<file path="src/rtl/mcm_pkg.sv">
// Package with the shared types and constants of the March C- test sequencer.
`default_nettype none

package mcm_pkg;

  localparam int unsigned WORD_COUNT_W = 17;
  localparam int unsigned CMD_ADDR_W   = 16;
  localparam int unsigned READ_DATA_W  = 32;

  // Request codes carried in req_type.
  localparam logic REQ_START   = 1'b0;
  localparam logic REQ_ADVANCE = 1'b1;

  typedef enum logic [1:0] {
    ST_IDLE    = 2'd0,
    ST_RUNNING = 2'd1,
    ST_PASSED  = 2'd2,
    ST_FAILED  = 2'd3
  } status_e;

  // March elements in test order; E_DRAIN waits for the answer to the final read.
  typedef enum logic [2:0] {
    E_IDLE     = 3'd0,
    E_W0_UP    = 3'd1,
    E_R0W1_UP  = 3'd2,
    E_R1W0_UP  = 3'd3,
    E_R0W1_DN  = 3'd4,
    E_R1W0_DN  = 3'd5,
    E_R0_UP    = 3'd6,
    E_DRAIN    = 3'd7
  } elem_e;

  typedef struct packed {
    logic                   req_type;
    logic [READ_DATA_W-1:0] read_data;
  } req_t;

  typedef struct packed {
    logic                   cmd_valid;
    logic                   cmd_write;
    logic [CMD_ADDR_W-1:0]  cmd_addr;
    logic                   cmd_data_ones;
    logic [1:0]             status;
    logic [2:0]             fail_element;
    logic [CMD_ADDR_W-1:0]  fail_addr;
    logic [READ_DATA_W-1:0] fail_data;
  } rsp_t;

endpackage

`default_nettype wire

</file>
<file path="src/rtl/mcm_if.sv">
// Valid/ready channel interfaces for requests and results of the sequencer.
`default_nettype none

interface mcm_req_if;
  logic          valid;
  logic          ready;
  mcm_pkg::req_t payload;

  modport source (output valid, output payload, input ready);
  modport sink   (input valid, input payload, output ready);
endinterface

interface mcm_rsp_if;
  logic          valid;
  logic          ready;
  mcm_pkg::rsp_t payload;

  modport source (output valid, output payload, input ready);
  modport sink   (input valid, input payload, output ready);
endinterface

`default_nettype wire

</file>
<file path="src/rtl/march_c_minus_memory_test_top.sv">
// A request transaction is held in the input register, then its result in the
// result register after the step logic.
// Throughput: one request per cycle while results are taken; the step logic has
// no multi-cycle path; both stages accept while their held transaction is taken.
// Reset: asynchronous, active low; the sequencer is idle, word_count is 65536 and
// both stages are empty. There is no memory to clear.
`default_nettype none

module march_c_minus_memory_test_top #(
  parameter int unsigned ADDR_BITS  = 16,
  parameter int unsigned DATA_WIDTH = 32
) (
  input  wire logic                             clk_i,
  input  wire logic                             rst_ni,
  input  wire logic                             word_count_we_i,
  input  wire logic [mcm_pkg::WORD_COUNT_W-1:0] word_count_wdata_i,
  mcm_req_if.sink                               req_i,
  mcm_rsp_if.source                             rsp_o
);

  import mcm_pkg::*;

  logic  in_valid;
  logic  out_ready;
  req_t  in_data;
  rsp_t  step_rsp;

  mcm_stage #(.T(req_t)) u_in_stage (
    .clk_i   (clk_i),
    .rst_ni  (rst_ni),
    .valid_i (req_i.valid),
    .ready_o (req_i.ready),
    .data_i  (req_i.payload),
    .valid_o (in_valid),
    .ready_i (out_ready),
    .data_o  (in_data)
  );

  mcm_core #(
    .ADDR_BITS  (ADDR_BITS),
    .DATA_WIDTH (DATA_WIDTH)
  ) u_core (
    .clk_i      (clk_i),
    .rst_ni     (rst_ni),
    .wc_we_i    (word_count_we_i),
    .wc_wdata_i (word_count_wdata_i),
    .fire_i     (in_valid && out_ready),
    .req_i      (in_data),
    .rsp_o      (step_rsp)
  );

  mcm_stage #(.T(rsp_t)) u_out_stage (
    .clk_i   (clk_i),
    .rst_ni  (rst_ni),
    .valid_i (in_valid),
    .ready_o (out_ready),
    .data_i  (step_rsp),
    .valid_o (rsp_o.valid),
    .ready_i (rsp_o.ready),
    .data_o  (rsp_o.payload)
  );

endmodule

`default_nettype wire

</file>
<file path="src/rtl/mcm_stage.sv">
// Full-rate pipeline register stage with valid/ready flow control.
`default_nettype none

module mcm_stage #(
  parameter type T = logic
) (
  input  wire logic clk_i,
  input  wire logic rst_ni,
  input  wire logic valid_i,
  output logic      ready_o,
  input  wire T     data_i,
  output logic      valid_o,
  input  wire logic ready_i,
  output T          data_o
);

  logic valid_q, valid_d;
  T     data_q;

  // The stage takes a new transaction whenever it is empty or being drained.
  assign ready_o = !valid_q || ready_i;
  assign valid_d = ready_o ? valid_i : valid_q;

  always_ff @(posedge clk_i or negedge rst_ni) begin
    if (!rst_ni) begin
      valid_q <= 1'b0;
    end else begin
      valid_q <= valid_d;
    end
  end

  always_ff @(posedge clk_i) begin
    if (ready_o && valid_i) begin
      data_q <= data_i;
    end
  end

  assign valid_o = valid_q;
  assign data_o  = data_q;

endmodule

`default_nettype wire

</file>
<file path="src/rtl/mcm_core.sv">
// March C- sequencer state and the single-pass step logic for one request.
`default_nettype none

module mcm_core #(
  parameter int unsigned ADDR_BITS  = 16,
  parameter int unsigned DATA_WIDTH = 32
) (
  input  wire logic                               clk_i,
  input  wire logic                               rst_ni,
  input  wire logic                               wc_we_i,
  input  wire logic [mcm_pkg::WORD_COUNT_W-1:0]   wc_wdata_i,
  input  wire logic                               fire_i,
  input  wire mcm_pkg::req_t                      req_i,
  output mcm_pkg::rsp_t                           rsp_o
);

  import mcm_pkg::*;

  localparam int unsigned AW = ADDR_BITS;
  localparam int unsigned CW = (AW + 1 > WORD_COUNT_W) ? AW + 1 : WORD_COUNT_W;
  localparam logic [READ_DATA_W-1:0] DMASK = (DATA_WIDTH >= READ_DATA_W) ? '1 :
      READ_DATA_W'((64'd1 << DATA_WIDTH) - 64'd1);

  logic [WORD_COUNT_W-1:0] word_count_q;
  elem_e                   element_q, element_d;
  logic [AW-1:0]           ptr_q, ptr_d;
  logic                    write_half_q, write_half_d;
  logic                    read_pending_q, read_pending_d;
  logic                    expect_ones_q, expect_ones_d;
  status_e                 status_q, status_d;
  logic [2:0]              fail_elem_q, fail_elem_d;
  logic [AW-1:0]           fail_addr_q, fail_addr_d;
  logic [READ_DATA_W-1:0]  fail_data_q, fail_data_d;
  logic [AW-1:0]           pend_addr_q, pend_addr_d;
  logic [AW:0]             run_count_q, run_count_d;

  logic [CW-1:0]           wc_ext;
  logic [CW-1:0]           wc_top;
  logic [AW:0]             clamped;
  logic [AW:0]             ptr_inc;
  logic                    last_up;
  logic [AW-1:0]           ptr_last;
  logic [READ_DATA_W-1:0]  got;
  logic                    start;

  assign wc_ext   = CW'(word_count_q);
  assign wc_top   = CW'(1) << AW;
  assign clamped  = (wc_ext == '0) ? (AW+1)'(1) :
                    (wc_ext > wc_top) ? (AW+1)'(wc_top) : (AW+1)'(wc_ext);
  assign ptr_inc  = {1'b0, ptr_q} + (AW+1)'(1);
  assign last_up  = ptr_inc >= run_count_q;
  assign ptr_last = AW'(run_count_q - (AW+1)'(1));
  assign got      = req_i.read_data & DMASK;
  assign start    = fire_i && (req_i.req_type == REQ_START);

  always_comb begin
    status_e st;
    logic    up;
    st             = status_q;
    up             = 1'b0;
    element_d      = element_q;
    ptr_d          = ptr_q;
    write_half_d   = write_half_q;
    read_pending_d = read_pending_q;
    expect_ones_d  = expect_ones_q;
    fail_elem_d    = fail_elem_q;
    fail_addr_d    = fail_addr_q;
    fail_data_d    = fail_data_q;
    pend_addr_d    = pend_addr_q;
    run_count_d    = run_count_q;
    rsp_o          = '0;

    if (fire_i) begin
      if (req_i.req_type == REQ_START) begin
        element_d      = E_W0_UP;
        ptr_d          = '0;
        write_half_d   = 1'b0;
        read_pending_d = 1'b0;
        expect_ones_d  = 1'b0;
        st             = ST_RUNNING;
        fail_elem_d    = '0;
        fail_addr_d    = '0;
        fail_data_d    = '0;
        pend_addr_d    = '0;
        run_count_d    = clamped;
      end else if (status_q == ST_RUNNING) begin
        // Check the answer to the previous read before issuing anything new.
        if (read_pending_q) begin
          read_pending_d = 1'b0;
          if (got != (expect_ones_q ? DMASK : '0)) begin
            st          = ST_FAILED;
            fail_elem_d = (element_q == E_DRAIN) ? 3'(E_R0_UP) : 3'(element_q);
            fail_addr_d = pend_addr_q;
            fail_data_d = got;
          end else if (element_q == E_DRAIN) begin
            st = ST_PASSED;
          end
        end else if (element_q == E_DRAIN || element_q == E_IDLE) begin
          st = ST_PASSED;
        end

        if (st == ST_RUNNING) begin
          up                = (element_q == E_R0W1_UP) || (element_q == E_R1W0_UP);
          rsp_o.cmd_valid   = 1'b1;
          rsp_o.cmd_addr    = CMD_ADDR_W'(ptr_q);
          unique case (element_q)
            E_W0_UP: begin
              rsp_o.cmd_write = 1'b1;
              if (last_up) begin
                element_d = E_R0W1_UP;
                ptr_d     = '0;
              end else begin
                ptr_d = ptr_inc[AW-1:0];
              end
            end
            E_R0_UP: begin
              read_pending_d = 1'b1;
              expect_ones_d  = 1'b0;
              pend_addr_d    = ptr_q;
              if (last_up) begin
                element_d = E_DRAIN;
              end else begin
                ptr_d = ptr_inc[AW-1:0];
              end
            end
            default: begin
              if (!write_half_q) begin
                read_pending_d = 1'b1;
                expect_ones_d  = (element_q == E_R1W0_UP) || (element_q == E_R1W0_DN);
                pend_addr_d    = ptr_q;
                write_half_d   = 1'b1;
              end else begin
                rsp_o.cmd_write     = 1'b1;
                rsp_o.cmd_data_ones = (element_q == E_R0W1_UP) || (element_q == E_R0W1_DN);
                write_half_d        = 1'b0;
                // Leaving an element: the two downward elements start at the top word.
                if ((up && last_up) || (!up && ptr_q == '0)) begin
                  element_d = elem_e'(element_q + 3'd1);
                  ptr_d     = (element_q == E_R1W0_UP || element_q == E_R0W1_DN) ?
                              ptr_last : '0;
                end else if (up) begin
                  ptr_d = ptr_inc[AW-1:0];
                end else begin
                  ptr_d = ptr_q - AW'(1);
                end
              end
            end
          endcase
        end
      end
    end

    status_d           = st;
    rsp_o.status       = status_d;
    rsp_o.fail_element = fail_elem_d;
    rsp_o.fail_addr    = CMD_ADDR_W'(fail_addr_d);
    rsp_o.fail_data    = fail_data_d;
  end

  always_ff @(posedge clk_i or negedge rst_ni) begin
    if (!rst_ni) begin
      word_count_q   <= WORD_COUNT_W'(65536);
      element_q      <= E_IDLE;
      ptr_q          <= '0;
      write_half_q   <= 1'b0;
      read_pending_q <= 1'b0;
      expect_ones_q  <= 1'b0;
      status_q       <= ST_IDLE;
      fail_elem_q    <= '0;
      fail_addr_q    <= '0;
      fail_data_q    <= '0;
      pend_addr_q    <= '0;
      run_count_q    <= '0;
    end else begin
      if (wc_we_i) begin
        word_count_q <= wc_wdata_i;
      end
      element_q      <= element_d;
      ptr_q          <= ptr_d;
      write_half_q   <= write_half_d;
      read_pending_q <= read_pending_d;
      expect_ones_q  <= expect_ones_d;
      status_q       <= status_d;
      fail_elem_q    <= fail_elem_d;
      fail_addr_q    <= fail_addr_d;
      fail_data_q    <= fail_data_d;
      pend_addr_q    <= pend_addr_d;
      run_count_q    <= run_count_d;
    end
  end

  a_running_has_element: assert property (@(posedge clk_i) disable iff (!rst_ni)
    status_q == ST_RUNNING |-> element_q != E_IDLE)
    else $error("running with no march element selected");

  a_pending_read_element: assert property (@(posedge clk_i) disable iff (!rst_ni)
    read_pending_q |-> (element_q != E_IDLE && element_q != E_W0_UP))
    else $error("read outstanding in an element that issues no reads");

  a_write_half_element: assert property (@(posedge clk_i) disable iff (!rst_ni)
    write_half_q |-> (element_q == E_R0W1_UP || element_q == E_R1W0_UP ||
                      element_q == E_R0W1_DN || element_q == E_R1W0_DN))
    else $error("write half set outside a read-write element");

  a_pointer_in_range: assert property (@(posedge clk_i) disable iff (!rst_ni)
    status_q == ST_RUNNING |-> {1'b0, ptr_q} < run_count_q)
    else $error("word pointer beyond the tested region");

  a_verdict_holds: assert property (@(posedge clk_i) disable iff (!rst_ni)
    (status_q == ST_FAILED && !start) |=> status_q == ST_FAILED)
    else $error("failed status changed without a start request");

endmodule

`default_nettype wire

</file>
<file path="src/flat_wrapper.sv">
// flat-port wrapper written by rule: the top's interface ports become plain ports
module march_c_minus_memory_test_top_flat import mcm_pkg::*;
#(
  parameter int unsigned ADDR_BITS  = 16,
  parameter int unsigned DATA_WIDTH = 32
)
  (clk_i, rst_ni, word_count_we_i, word_count_wdata_i, req_i_valid, req_i_payload, req_i_ready, rsp_o_valid, rsp_o_payload, rsp_o_ready);
  mcm_req_if req_i_i ();
  mcm_rsp_if rsp_o_i ();
  input  wire logic clk_i;
  input  wire logic rst_ni;
  input  wire logic word_count_we_i;
  input  wire logic [mcm_pkg::WORD_COUNT_W-1:0] word_count_wdata_i;
  input wire logic [$bits(req_i_i.valid)-1:0] req_i_valid;
  input wire logic [$bits(req_i_i.payload)-1:0] req_i_payload;
  output wire logic [$bits(req_i_i.ready)-1:0] req_i_ready;
  output wire logic [$bits(rsp_o_i.valid)-1:0] rsp_o_valid;
  output wire logic [$bits(rsp_o_i.payload)-1:0] rsp_o_payload;
  input wire logic [$bits(rsp_o_i.ready)-1:0] rsp_o_ready;
  assign req_i_i.valid = req_i_valid;
  assign req_i_i.payload = req_i_payload;
  assign req_i_ready = req_i_i.ready;
  assign rsp_o_valid = rsp_o_i.valid;
  assign rsp_o_payload = rsp_o_i.payload;
  assign rsp_o_i.ready = rsp_o_ready;
  march_c_minus_memory_test_top #(.ADDR_BITS(ADDR_BITS), .DATA_WIDTH(DATA_WIDTH)) u_core (.clk_i(clk_i), .rst_ni(rst_ni), .word_count_we_i(word_count_we_i), .word_count_wdata_i(word_count_wdata_i), .req_i(req_i_i), .rsp_o(rsp_o_i));
endmodule
</file>
<file path="config.mk">
export PLATFORM = sky130hd
export DESIGN_NAME = march_c_minus_memory_test_top_flat
export DESIGN_NICKNAME = d
export VERILOG_FILES = /design/src/rtl/mcm_pkg.sv /design/src/rtl/mcm_if.sv /design/src/rtl/march_c_minus_memory_test_top.sv /design/src/rtl/mcm_stage.sv /design/src/rtl/mcm_core.sv /design/src/flat_wrapper.sv
export SDC_FILE = /design/constraint.sdc
export NUM_CORES = 1
export LEC_CHECK = 0
export ABC_CLOCK_PERIOD_IN_PS = 3900
export CORE_UTILIZATION = 35
export DETAILED_ROUTE_END_ITERATION = 8
export DONT_BUFFER_PORTS = 1
export SKIP_LAST_GASP = 1
export SLEW_MARGIN = 20
export SYNTH_ARGS = -nofsm -noshare
export SYNTH_HDL_FRONTEND = slang
export SYNTH_HIERARCHICAL = 1
export SYNTH_SLANG_ARGS = --single-unit
</file>
<file path="constraint.sdc">
create_clock -name clk_i -period 3.9 [get_ports clk_i]
set_clock_uncertainty 0.15 [all_clocks]
set_input_delay 0 -clock clk_i [delete_from_list [all_inputs] [get_ports clk_i]]
set_output_delay 0 -clock clk_i [all_outputs]
set_load 0.03 [all_outputs]
</file>
==> run metrics, run 1 <==
status complete, no violations; VDD IR max 0.539 mV; Post-Synthesis Cell Area 10700 µm²; Pleak 5.33 nW; Seq/Total Area, Yosys 0.591; non-filler cells, final 1436; NumNets Final 1109; RD Place Congestion 0.918; Overflow after GRT 0; register bit total from synthesis 232; total track usage 0.183; sequential power share 0.349; DR iter-0 viols 650; per-cell routed wire length 20.1 µm; fin area 13400 µm²; endpoint class of the critical path flop; Psw 4.45 mW; cells after synthesis 894; final critical-path required period 3.72 ns; Post-synth EDFFs 105; DR vias/cell 5.50; setup TNS 0 ns; Placed Area 11400 µm²; Area contributors post-synth dfrtp_1, edfxtp_1, o2bb2ai_1, a22oi_1, ha_1; Setup crit start u_core/u_core/ptr_q[3]; worst-path maximum fanout 8; Synth Area in Compound Gates 0.173; # port buffers 0; Switching Fraction 0.401; initial antenna violation count 0; critical path class reg2reg; CORE AREA 29900 µm²; via count 7896; CTS Buffer Depth 3; share of layout cells above drive strength 1 0.139; Max-Cap Viols 0; Initial Utilization 0.359; Detailed Place HPWL 18800 µm; Synth Area in Adders 0.0324; first-pass GRT wire length 45000 µm; Worst Hold Margin 0.0127 ns; Main synth FF type dfrtp_1; Detailed Route WL 28800 µm; crit start category flop; root buf cell clkbuf_16; clk sinks 232; most frequent cell after synthesis dfrtp_1; multiplexer share of the synthesized area 0.0205; post-synthesis cell type with the largest combined area dfrtp_1; DRT antenna net count 0; pins over their slew limit 0; syn avg cell area 12.0 µm²; H-tree Lvls 1; largest net degree at the start of global routing 128; First-pass DRT Iterations 5; CTS tree yes; Die Wd 177 µm; worst skew pair latency 0.55 ns; Comb power frac 0.430; post-synthesis simple-gate area fraction 0.123; Slew HR 0.302; placed insts 1280; reg2reg start u_core/u_core/ptr_q[3]; Site Rows 63; vias in the first global route 7741; internal power 6.64 mW; # setup viols final 0; Die Ht 177 µm; share of the synthesized area in the top cell type 0.294; Pwr Density 828 nW/µm²; synth warn 6; Tightest Pin Transition 1.04 ns; # IOs 129; Hold Crit Class in2async; Synth Area in XOR/XNOR 0.0278; DRC 0; Worst EP arrival 4.03 ns; P&R area growth vs syn 25.0%; Synth Net Count 976; Worst-path clk slew 0.06 ns; largest family of logic cells by synthesized area compound AO/OA/AOI/OAI gates; ant diodes 0; total CTS buffers 25; unrepaired setup endpoints after global routing no; die area 31300 µm²; Clock power frac 0.222; fraction of registers with async set/reset 0.547; f_max 269 MHz; list of most frequent post-synthesis cells dfrtp_1, edfxtp_1, nand2_1, a22oi_1, o2bb2ai_1; Critical Path RT 4.21 ns; distinct cell type count after synthesis 71; final cycle utilization of the critical path 0.955; Final Hold Vio Count 0
-- layout make-up --
type	count	area, µm²
fill	2690	16500
sequential	232	6330
clock buffer	28	637
tap	390	488
multi-input combinational	575	4110
inverter	31	116
clock inverter	18	216
timing repair buffer	162	1500
-- power groups by stage --
stage | logic (mW) | registers (mW) | clock network, mW
2_1_floorplan | 3.09 | 3.75 | 0
3_3_place_gp | 4.23 | 3.89 | 0
3_5_place_dp | 4.20 | 3.90 | 0
4_1_cts | 4.36 | 3.86 | 2.51
5_1_grt | 5.14 | 3.93 | 2.60
6_report | 4.76 | 3.87 | 2.46
-- stage by stage --
| step | utilization | worst slack [ns] | power, mW |
|---|---|---|---|
| floorplan | - | 0.0461 | 6.84 |
| global placement | 0.382 | 0.0544 | 8.12 |
| detailed placement | 0.382 | 0.0529 | 8.10 |
| CTS | 0.446 | 0.0220 | 10.7 |
| global route | 0.448 | 0.000379 | 11.7 |
| finish | 0.448 | 0.177 | 11.1 |
-- layer usage --
layer / share of wire / track usage / up-vias / wire length, µm
met2: 0.46 / 0.285 / 308 / 13100
met1: 0.46 / 0.266 / 3846 / 13400
met3: 0.062 / 0.0281 / 35 / 1790
met5: 0 / 0 / - / 0
li1: - / - / 3707 / -
met4: 0.019 / 0.0463 / 0 / 547
-- layout by cell type (no fill, tap or decap), drive strengths merged, types with 6 or more instances in the layout --
cell / synthesis / final
nor3: 18 / 18
nor2: 30 / 31
a22o: 17 / 17
o21ai: 47 / 47
xor2: 10 / 10
a211oi: 7 / 7
a31oi: 10 / 10
edfxtp: 105 / 105
nand3: 20 / 20
clkbuf: 50 / 28
buf: 7 / 57
dlygate4sd3: 0 / 105
a22oi: 54 / 54
ha: 27 / 27
nand4: 13 / 13
mux2: 16 / 16
nand2b: 10 / 10
inv: 31 / 32
clkinv: 0 / 9
dfrtp: 126 / 126
xnor2: 24 / 24
a21oi: 24 / 24
a32oi: 6 / 6
or4: 14 / 14
or3: 11 / 11
o2bb2ai: 52 / 52
nor4: 15 / 15
and3: 22 / 22
and2: 7 / 7
nand2: 58 / 58
-- sequential cells by signal, summed over array words and instances, names as in the netlist --
name / count
u_core/u_core/element_q: 3
u_core/u_core/expect_ones_q: 1
u_core/u_core/fail_addr_q: 16
u_core/u_core/fail_data_q: 32
u_core/u_core/fail_elem_q: 3
u_core/u_core/pend_addr_q: 16
u_core/u_core/ptr_q: 16
u_core/u_core/read_pending_q: 1
u_core/u_core/run_count_q: 17
u_core/u_core/status_q: 2
u_core/u_core/wc_ext: 17
u_core/u_core/write_half_q: 1
u_core/u_in_stage/data_o: 33
u_core/u_in_stage/valid_o: 1
u_core/u_out_stage/data_o: 72
u_core/u_out_stage/valid_o: 1
-- what timing repair did --
action / CTS / global route
setup endpoints to repair: 0 / 17
resized for setup: 0 / 10
endpoints found under the hold margin: 215 / 0
hold buffers: 106 / 0
setup buffers: 0 / 3
-- logic make-up (layout without fill, tap and decap cells) --
kind of cell,Yosys count,after routing
compound gates,255,255
xor+xnor,34,34
fa+ha+maj,28,28
mux,20,20
flops,232,232
buf+inv,88,239
simple gates,237,238
-- worst paths after layout --
kind,cells after the start,end,slack [ns]
min reg2reg,1,u_core/u_core/pend_addr_q[1],0.36
max reg2reg,15,u_core/u_core/ptr_q[13],0.18
max,15,u_core/u_core/ptr_q[13],0.18
min in group clk_i,3,u_core/u_out_stage/valid_o,0.11
max in group asynchronous,2,u_core/u_core/run_count_q[16],3.09
min,2,u_core/u_core/element_q[0],0.01
-- critical path, cell delays in order (launching register included) --
cell       delay, ns
dfrtp_1         0.34
and3_1          0.20
and3_1          0.21
and4_4          0.28
or3b_2          0.46
nand2_1         0.11
ha_1            0.25
nand4_1         0.16
nor4_2          0.05
buf_4           0.15
a2111oi_4       0.33
buf_4           0.19
nor2_4          0.07
buf_4           0.17
o41a_1          0.36
o22ai_1         0.15
(Power assumes the default switching activity.)
==> run 2, diff against run 1 <==
- ABC_AREA: unset -> 1
- SYNTH_HIERARCHICAL: 1 -> unset
==> run 2 against run 1 <==
Total power decreased by 13%. Clock-buffer cell count increased by 11. Via count increased by 19%. Non-clock buffer count decreased by 27. Worst hold slack got worse by 0.0066 ns. Sequential power decreased by 4%. Critical path depth increased by 5. Combinational power decreased by 25%. Wire length increased by 6.1%. Sequential share of layout area decreased by 2.1 points. Setup slack improved by 0.18 ns. Critical path type unchanged. Critical endpoint is now u_core.u_core.ptr_q[14].
==> run metrics, run 2 <==
Hold Crit Class in2async (unchanged); root buf cell clkbuf_16 (unchanged); DR vias/cell 4.92 (was 5.50); R2R Setup Slk 0.36 ns (was 0.18 ns); Worst-path clk slew 0.06 ns (about the same); status complete, no violations (unchanged); clk sinks 232 (unchanged); total track usage 0.181 (was 0.183); NumNets Final 1531 (was 1109); Initial Utilization 0.357 (was 0.359); reg-to-reg endpoint u_core.u_core.ptr_q[14] (was u_core/u_core/ptr_q[13]); largest net degree at the start of global routing 128 (unchanged); endpoint class of the critical path flop (unchanged); commonest non-fill, non-tap cell in the layout nand2_1 (was dfrtp_1); Pwr Density 686 nW/µm² (was 828 nW/µm²); f_max 282 MHz (was 269 MHz); die area 34000 µm² (was 31300 µm²); P&R area growth vs syn 20.5% (was 25.0%); Die Ht 184 µm (was 177 µm); Post-synth EDFFs 105 (unchanged); worst skew pair latency 0.56 ns (was 0.55 ns); synth warn 0 (was 6); CP cell instances ha_1 -> nand2_1 -> inv_1 -> nand3_1 -> nor2_1 -> nand3_1 -> nor4_1 -> ha_1 -> nand2_1 -> nor2_1 -> nand2_1 -> nor2_1 -> nand2_1 -> nand3_1 -> nand2_1 -> buf_4 -> nand3_1 -> nand3_1 -> nand3_1 -> nand2_1 (was and3_1 -> and3_1 -> and4_4 -> or3b_2 -> nand2_1 -> ha_1 -> nand4_1 -> nor4_2 -> buf_4 -> a2111oi_4 -> buf_4 -> nor2_4 -> buf_4 -> o41a_1 -> o22ai_1); Pleak 6.28 nW (was 5.33 nW); ant diodes 0 (unchanged); Worst EP arrival 3.83 ns (was 4.03 ns); First-pass DRT Iterations 5 (unchanged); Placement Setup Slack 0.296 ns (was 0.0529 ns); Site Rows 66 (was 63); slowest library cell on the worst path dfrtp_1 (was or3b_2); Seq/Total Area, Yosys 0.545 (was 0.591); DRC 0 (unchanged); Power Total 9.60 mW (was 11.1 mW); Die Wd 184 µm (was 177 µm); Detailed Route WL 30600 µm (was 28800 µm); first-pass GRT wire length 48500 µm (was 45000 µm); Setup crit start u_core.u_core.ptr_q[0] (was u_core/u_core/ptr_q[3]); cells after synthesis 1347 (was 894); unrepaired setup endpoints after global routing no (unchanged); Tightest Pin Transition 0.875 ns (was 1.04 ns); # port buffers 0 (unchanged); DR iter-0 viols 842 (was 650); H-tree Lvls 1 (unchanged); fin area 14000 µm² (was 13400 µm²); fraction of registers with async set/reset 0.547 (unchanged); DRT antenna net count 0 (unchanged); Post-Synthesis Cell Area 11600 µm² (was 10700 µm²); initial antenna violation count 0 (unchanged); Largest stage delay, worst path 0.48 ns (was 0.46 ns); # IOs 129 (unchanged); pins over their slew limit 0 (unchanged); crit start category flop (unchanged); placed insts 1755 (was 1280); VDD IR max 0.349 mV (was 0.539 mV); RD Place Congestion 0.970 (was 0.918); Detailed Place HPWL 20100 µm (was 18800 µm); most frequent cell after synthesis nand2_1 (was dfrtp_1); Area contributors post-synth dfrtp_1, edfxtp_1, nand2_1, o21ai_0, inv_1 (was dfrtp_1, edfxtp_1, o2bb2ai_1, a22oi_1, ha_1); final cycle utilization of the critical path 0.909 (was 0.955); most frequent cells in the layout nand2_1, inv_1, o21ai_0, dfrtp_1 (was dfrtp_1, dlygate4sd3_1, edfxtp_1, nand2_1, buf_4); CTS Buffer Depth 3 (unchanged); max reg flops 72 (unchanged); CP Capture Point u_core.u_core.ptr_q[14] (was u_core/u_core/ptr_q[13]); critical path class reg2reg (unchanged); CTS tree yes (unchanged); final critical-path required period 3.54 ns (was 3.72 ns); total CTS buffers 26 (was 25); vias in the first global route 9137 (was 7741); Placed Area 12100 µm² (was 11400 µm²); distinct cell type count after synthesis 38 (was 71); Critical Path RT 4.19 ns (was 4.21 ns); Main synth FF type dfrtp_1 (unchanged); share of layout cells above drive strength 1 0.0579 (was 0.139); Max-Cap Viols 0 (unchanged); Final Hold Vio Count 0 (unchanged); share of the synthesized area in the top cell type 0.271 (was 0.294); setup TNS 0 ns (unchanged); Reg2Reg Depth 20 (was 15); register bit total from synthesis 232 (unchanged); reg2reg start u_core.u_core.ptr_q[0] (was u_core/u_core/ptr_q[3]); Synth Net Count 1429 (was 976); CORE AREA 32600 µm² (was 29900 µm²); list of most frequent post-synthesis cells nand2_1, inv_1, o21ai_0, dfrtp_1 (was dfrtp_1, edfxtp_1, nand2_1, a22oi_1, o2bb2ai_1); worst-path maximum fanout 8 (unchanged); Overflow after GRT 0 (unchanged); non-filler cells, final 1911 (was 1436); syn avg cell area 8.63 µm² (was 12.0 µm²); # setup viols final 0 (unchanged); per-cell routed wire length 16.0 µm (was 20.1 µm); via count 9411 (was 7896); Final WS setup 0.356 ns (was 0.177 ns); post-synthesis cell type with the largest combined area dfrtp_1 (unchanged); Slew HR 0.415 (was 0.302)
==> run 2: cell count changes after synthesis, sizes merged, moves of 54 or more <==
cell and delta:
nand3 +106, nor2 +94, o21ai +96, nand2 +226, inv +148, a22oi -54
==> run 2: cell families (layout without fill, tap and decap cells) <==
kind of cell    Yosys count  in the layout  synth area share
compound gates          226            226             0.102
xor+xnor                 21             21            0.0158
fa+ha+maj                27             27            0.0291
buf+inv                 241            363            0.0835
flops                   232            232             0.545
mux                       1              1          0.000968
simple gates            599            599             0.224
==> run 2: cell type report <==
| cell class | count | area, µm² |
|---|---|---|
| timing repair buffer | 135 | 1320 |
| fill | 3188 | 18600 |
| tap | 442 | 553 |
| clock inverter | 9 | 65.1 |
| sequential | 232 | 6330 |
| multi-input combinational | 874 | 4330 |
| inverter | 180 | 678 |
| clock buffer | 39 | 729 |
==> run 2: how the worst min path moves through the flow <==
stage / from / to / slack, ns
after floorplan: rst_ni / u_core.u_core.element_q[0] / -0.45
final: rst_ni / u_core.u_core.fail_data_q[12] / 0.006
after global routing: rst_ni / u_core.u_core.fail_data_q[14] / 0.07
after CTS: rsp_o_ready / u_core.u_out_stage.valid_o / 0.01
after global placement: rst_ni / u_core.u_core.fail_data_q[20] / -0.44
after detailed placement: rst_ni / u_core.u_core.fail_data_q[20] / -0.44
==> run 2: worst max-delay path, delay by kind of cell, from the launching register on <==
family	cells	cell delay [ns]
buffers and inverters	2	0.30
adder cells (fa/ha/maj)	2	0.47
AND/OR/NAND/NOR	16	2.01
flip-flops	1	0.48
==> run 2: power by group <==
| group | internal, mW | leakage (nW) | total [mW] | switching [mW] |
|---|---|---|---|---|
| Sequential | 3.10 | 2.73 | 3.71 | 0.612 |
| Combinational | 1.16 | 3.16 | 3.59 | 2.44 |
| Clock | 1.30 | 0.381 | 2.30 | 1.00 |
==> run 2: what timing repair did <==
action	4_1_cts	5_1_grt
resized for setup	0	1
setup buffers	0	1
hold endpoints to repair	213	0
endpoints found under the setup margin	0	16
hold buffers	107	0
==> run 2: through the flow <==
step | hold WS, ns | util
after floorplan | -0.446 | -
after global placement | -0.441 | 0.371
after detailed placement | -0.442 | 0.371
after CTS | 0.0142 | 0.429
after global routing | 0.0712 | 0.429
final | 0.00607 | 0.429
==> run 2: per-layer routing <==
layer | vias to the layer above | track usage | wire length, µm
met5 | - | 0 | 0
met3 | 64 | 0.0306 | 1720
met4 | 0 | 0.0567 | 823
li1 | 4667 | - | -
met2 | 302 | 0.305 | 14300
met1 | 4378 | 0.237 | 13800
==> run 3, diff against run 2 <==
- ABC_CLOCK_PERIOD_IN_PS: 3900 -> 3000
- clock period: 3.9 -> 3 ns (I/O delays scaled with it)
==> run 3 against run 2 <==
The run now ends with setup timing left. Setup slack got worse by 0.43 ns. Fmax increased by 15%. Sequential power increased by 28%. Utilization increased by 3.7 points. Worst hold slack improved by 0.061 ns. Non-clock buffer count increased by 84. Total power increased by 46%. Die area unchanged. Critical path depth increased by 4. Combinational power increased by 58%. Sequential share of layout area decreased by 3.5 points. Wire length increased by 2.5%.
==> run metrics, run 3 (synthesis gave the netlist of run 2 again) <==
slowest library cell on the worst path dfrtp_1 (unchanged); P&R area growth vs syn 30.8% (was 20.5%); clk sinks 232 (unchanged); DR iter-0 viols 684 (was 842); failing checks setup timing; met2 WL post-DR 14700 µm (was 14300 µm); vias in the first global route 9555 (was 9137); Tightest Pin Transition 0.904 ns (was 0.875 ns); Slew HR 0.395 (was 0.415); Hold Crit Class in2reg (was in2async); Die Wd 184 µm (unchanged); DR vias/cell 4.91 (was 4.92); M1 WL 13900 µm (was 13800 µm); initial antenna violation count 0 (unchanged); VDD IR max 0.501 mV (was 0.349 mV); unrepaired setup endpoints after global routing yes (was no); Largest stage delay, worst path 0.35 ns (was 0.48 ns); status complete, but fails checks (was complete, no violations); total track usage 0.182 (was 0.181); Pwr Density 922 nW/µm² (was 686 nW/µm²); NumNets Final 1617 (was 1531); most frequent cells in the layout nand2_1, inv_1, o21ai_0, dfrtp_1, nor2_1 (was nand2_1, inv_1, o21ai_0, dfrtp_1); CTS tree yes (unchanged); worst-path maximum fanout 8 (unchanged); Detailed Route WL 31300 µm (was 30600 µm); H-tree Lvls 1 (unchanged); root buf cell clkbuf_16 (unchanged); die area 34000 µm² (unchanged); Die Ht 184 µm (unchanged); endpoint class of the critical path flop (unchanged); non-filler cells, final 1998 (was 1911); CORE AREA 32600 µm² (unchanged); Fillers 3061 (was 3188); # IOs 129 (unchanged); Final Hold Vio Count 0 (unchanged); largest net degree at the start of global routing 128 (unchanged); per-cell routed wire length 15.7 µm (was 16.0 µm); Critical Path RT 3.29 ns (was 4.19 ns); most used cell, CP nand2_2; Worst EP arrival 3.36 ns (was 3.83 ns); Max Used Layer met4 (unchanged); Final WS setup -0.0703 ns (was 0.356 ns); f_max 326 MHz (was 282 MHz); DRC 0 (unchanged); crit start category flop (unchanged); first-pass GRT wire length 49600 µm (was 48500 µm); DRT antenna net count 0 (unchanged); max reg flops 72 (unchanged); Power Total 14.0 mW (was 9.60 mW); final critical-path required period 3.07 ns (was 3.54 ns); CP cell instances ha_2 -> nand2_2 -> inv_2 -> nand3_4 -> nor2_4 -> nand3_2 -> buf_4 -> buf_4 -> nand2_2 -> inv_2 -> ha_4 -> nand2_2 -> nor2_2 -> nand4_1 -> nand2_1 -> nand2_2 -> nand3_4 -> nand2_4 -> nand2_2 -> a21oi_4 -> buf_6 -> buf_16 -> nand3_1 -> nand2_1 (was ha_1 -> nand2_1 -> inv_1 -> nand3_1 -> nor2_1 -> nand3_1 -> nor4_1 -> ha_1 -> nand2_1 -> nor2_1 -> nand2_1 -> nor2_1 -> nand2_1 -> nand3_1 -> nand2_1 -> buf_4 -> nand3_1 -> nand3_1 -> nand3_1 -> nand2_1); Initial Utilization 0.357 (unchanged); # port buffers 0 (unchanged); Pleak 6.86 nW (was 6.28 nW); critical path class reg2reg (unchanged); pins over their slew limit 0 (unchanged); met3 wire length 1920 µm (was 1720 µm); Worst-path clk slew 0.06 ns (about the same); placed insts 1816 (was 1755); commonest non-fill, non-tap cell in the layout nand2_1 (unchanged); share of layout cells above drive strength 1 0.148 (was 0.0579); total CTS buffers 27 (was 26); final cycle utilization of the critical path 1.02 (was 0.909); Max-Cap Viols 0 (unchanged); Overflow after GRT 0 (unchanged); Site Rows 66 (unchanged); Detailed Place HPWL 20300 µm (was 20100 µm); worst skew pair latency 0.56 ns (about the same); First-pass DRT Iterations 5 (unchanged); CTS Buffer Depth 3 (unchanged); RD Place Congestion 0.938 (was 0.970); # setup viols final 19 (was 0); ant diodes 0 (unchanged); via count 9814 (was 9411); R2R Setup Slk -0.07 ns (was 0.36 ns)
[run 3: layout make-up]
type | count | area [µm²] | share of cell area
clock inverter | 13 | 201 | 0.0132
inverter | 180 | 678 | 0.0446
tap | 442 | 553 | 0.0364
timing repair buffer | 219 | 2070 | 0.136
multi-input combinational | 875 | 4590 | 0.302
clock buffer | 37 | 786 | 0.0517
sequential | 232 | 6340 | 0.417
[run 3: per-stage QoR]
step	TNS [ns]	utilization	instance area [µm²]	setup WS [ns]	hold slack (ns)
after detailed placement	-5.28	0.387	12600	-0.302	-0.442
after floorplan	0	-	11600	0.000844	-0.446
after CTS	0	0.462	15100	0.00183	0.0203
after global placement	-3.34	0.387	12600	-0.219	-0.441
final	-0.977	0.466	15200	-0.0703	0.0671
after global routing	-4.62	0.466	15200	-0.267	0.0927
[run 3: power by group]
part | switching (mW) | internal [mW]
clock | 1.38 | 2.20
sequential | 0.730 | 4.03
combinational | 3.55 | 2.13
[run 3: final timing paths]
path | from | endpoint | depth (start not counted)
setup / recovery | u_core.u_core.ptr_q[0] | u_core.u_core.ptr_q[4] | 24
hold / removal | rsp_o_ready | u_core.u_out_stage.valid_o | 4
setup reg to reg | u_core.u_core.ptr_q[0] | u_core.u_core.ptr_q[4] | 24
hold reg to reg | u_core.u_core.pend_addr_q[4] | u_core.u_core.pend_addr_q[4] | 2
max in group asynchronous | rst_ni | u_core.u_core.ptr_q[7] | 3
min in group asynchronous | rst_ni | u_core.u_core.fail_data_q[20] | 3
[run 3: worst max-delay path, delay by kind of cell, from the launching register on]
kind                       cells  cell delay [ns]
DFF                            1             0.35
and+or+nand+nor               15             1.29
adders and majority gates      2             0.45
AOI/OAI and AO/OA              1             0.04
buffers and inverters          6             0.67
[run 3: timing repair]
item / 4_1_cts / 5_1_grt
hold buffers: 108 / 0
hold endpoints to repair: 215 / 0
setup endpoints to repair: 19 / 20
pin swaps: 16 / 13
gates resized for setup: 43 / 26
gates cloned: 2 / 1
setup buffers: 18 / 3
[run 3: metal layers]
metal | vias up | track usage
li1 | 4852 | -
met1 | 4614 | 0.235
met2 | 292 | 0.311
met3 | 56 | 0.0320
met4 | 0 | 0.0547
met5 | - | 0
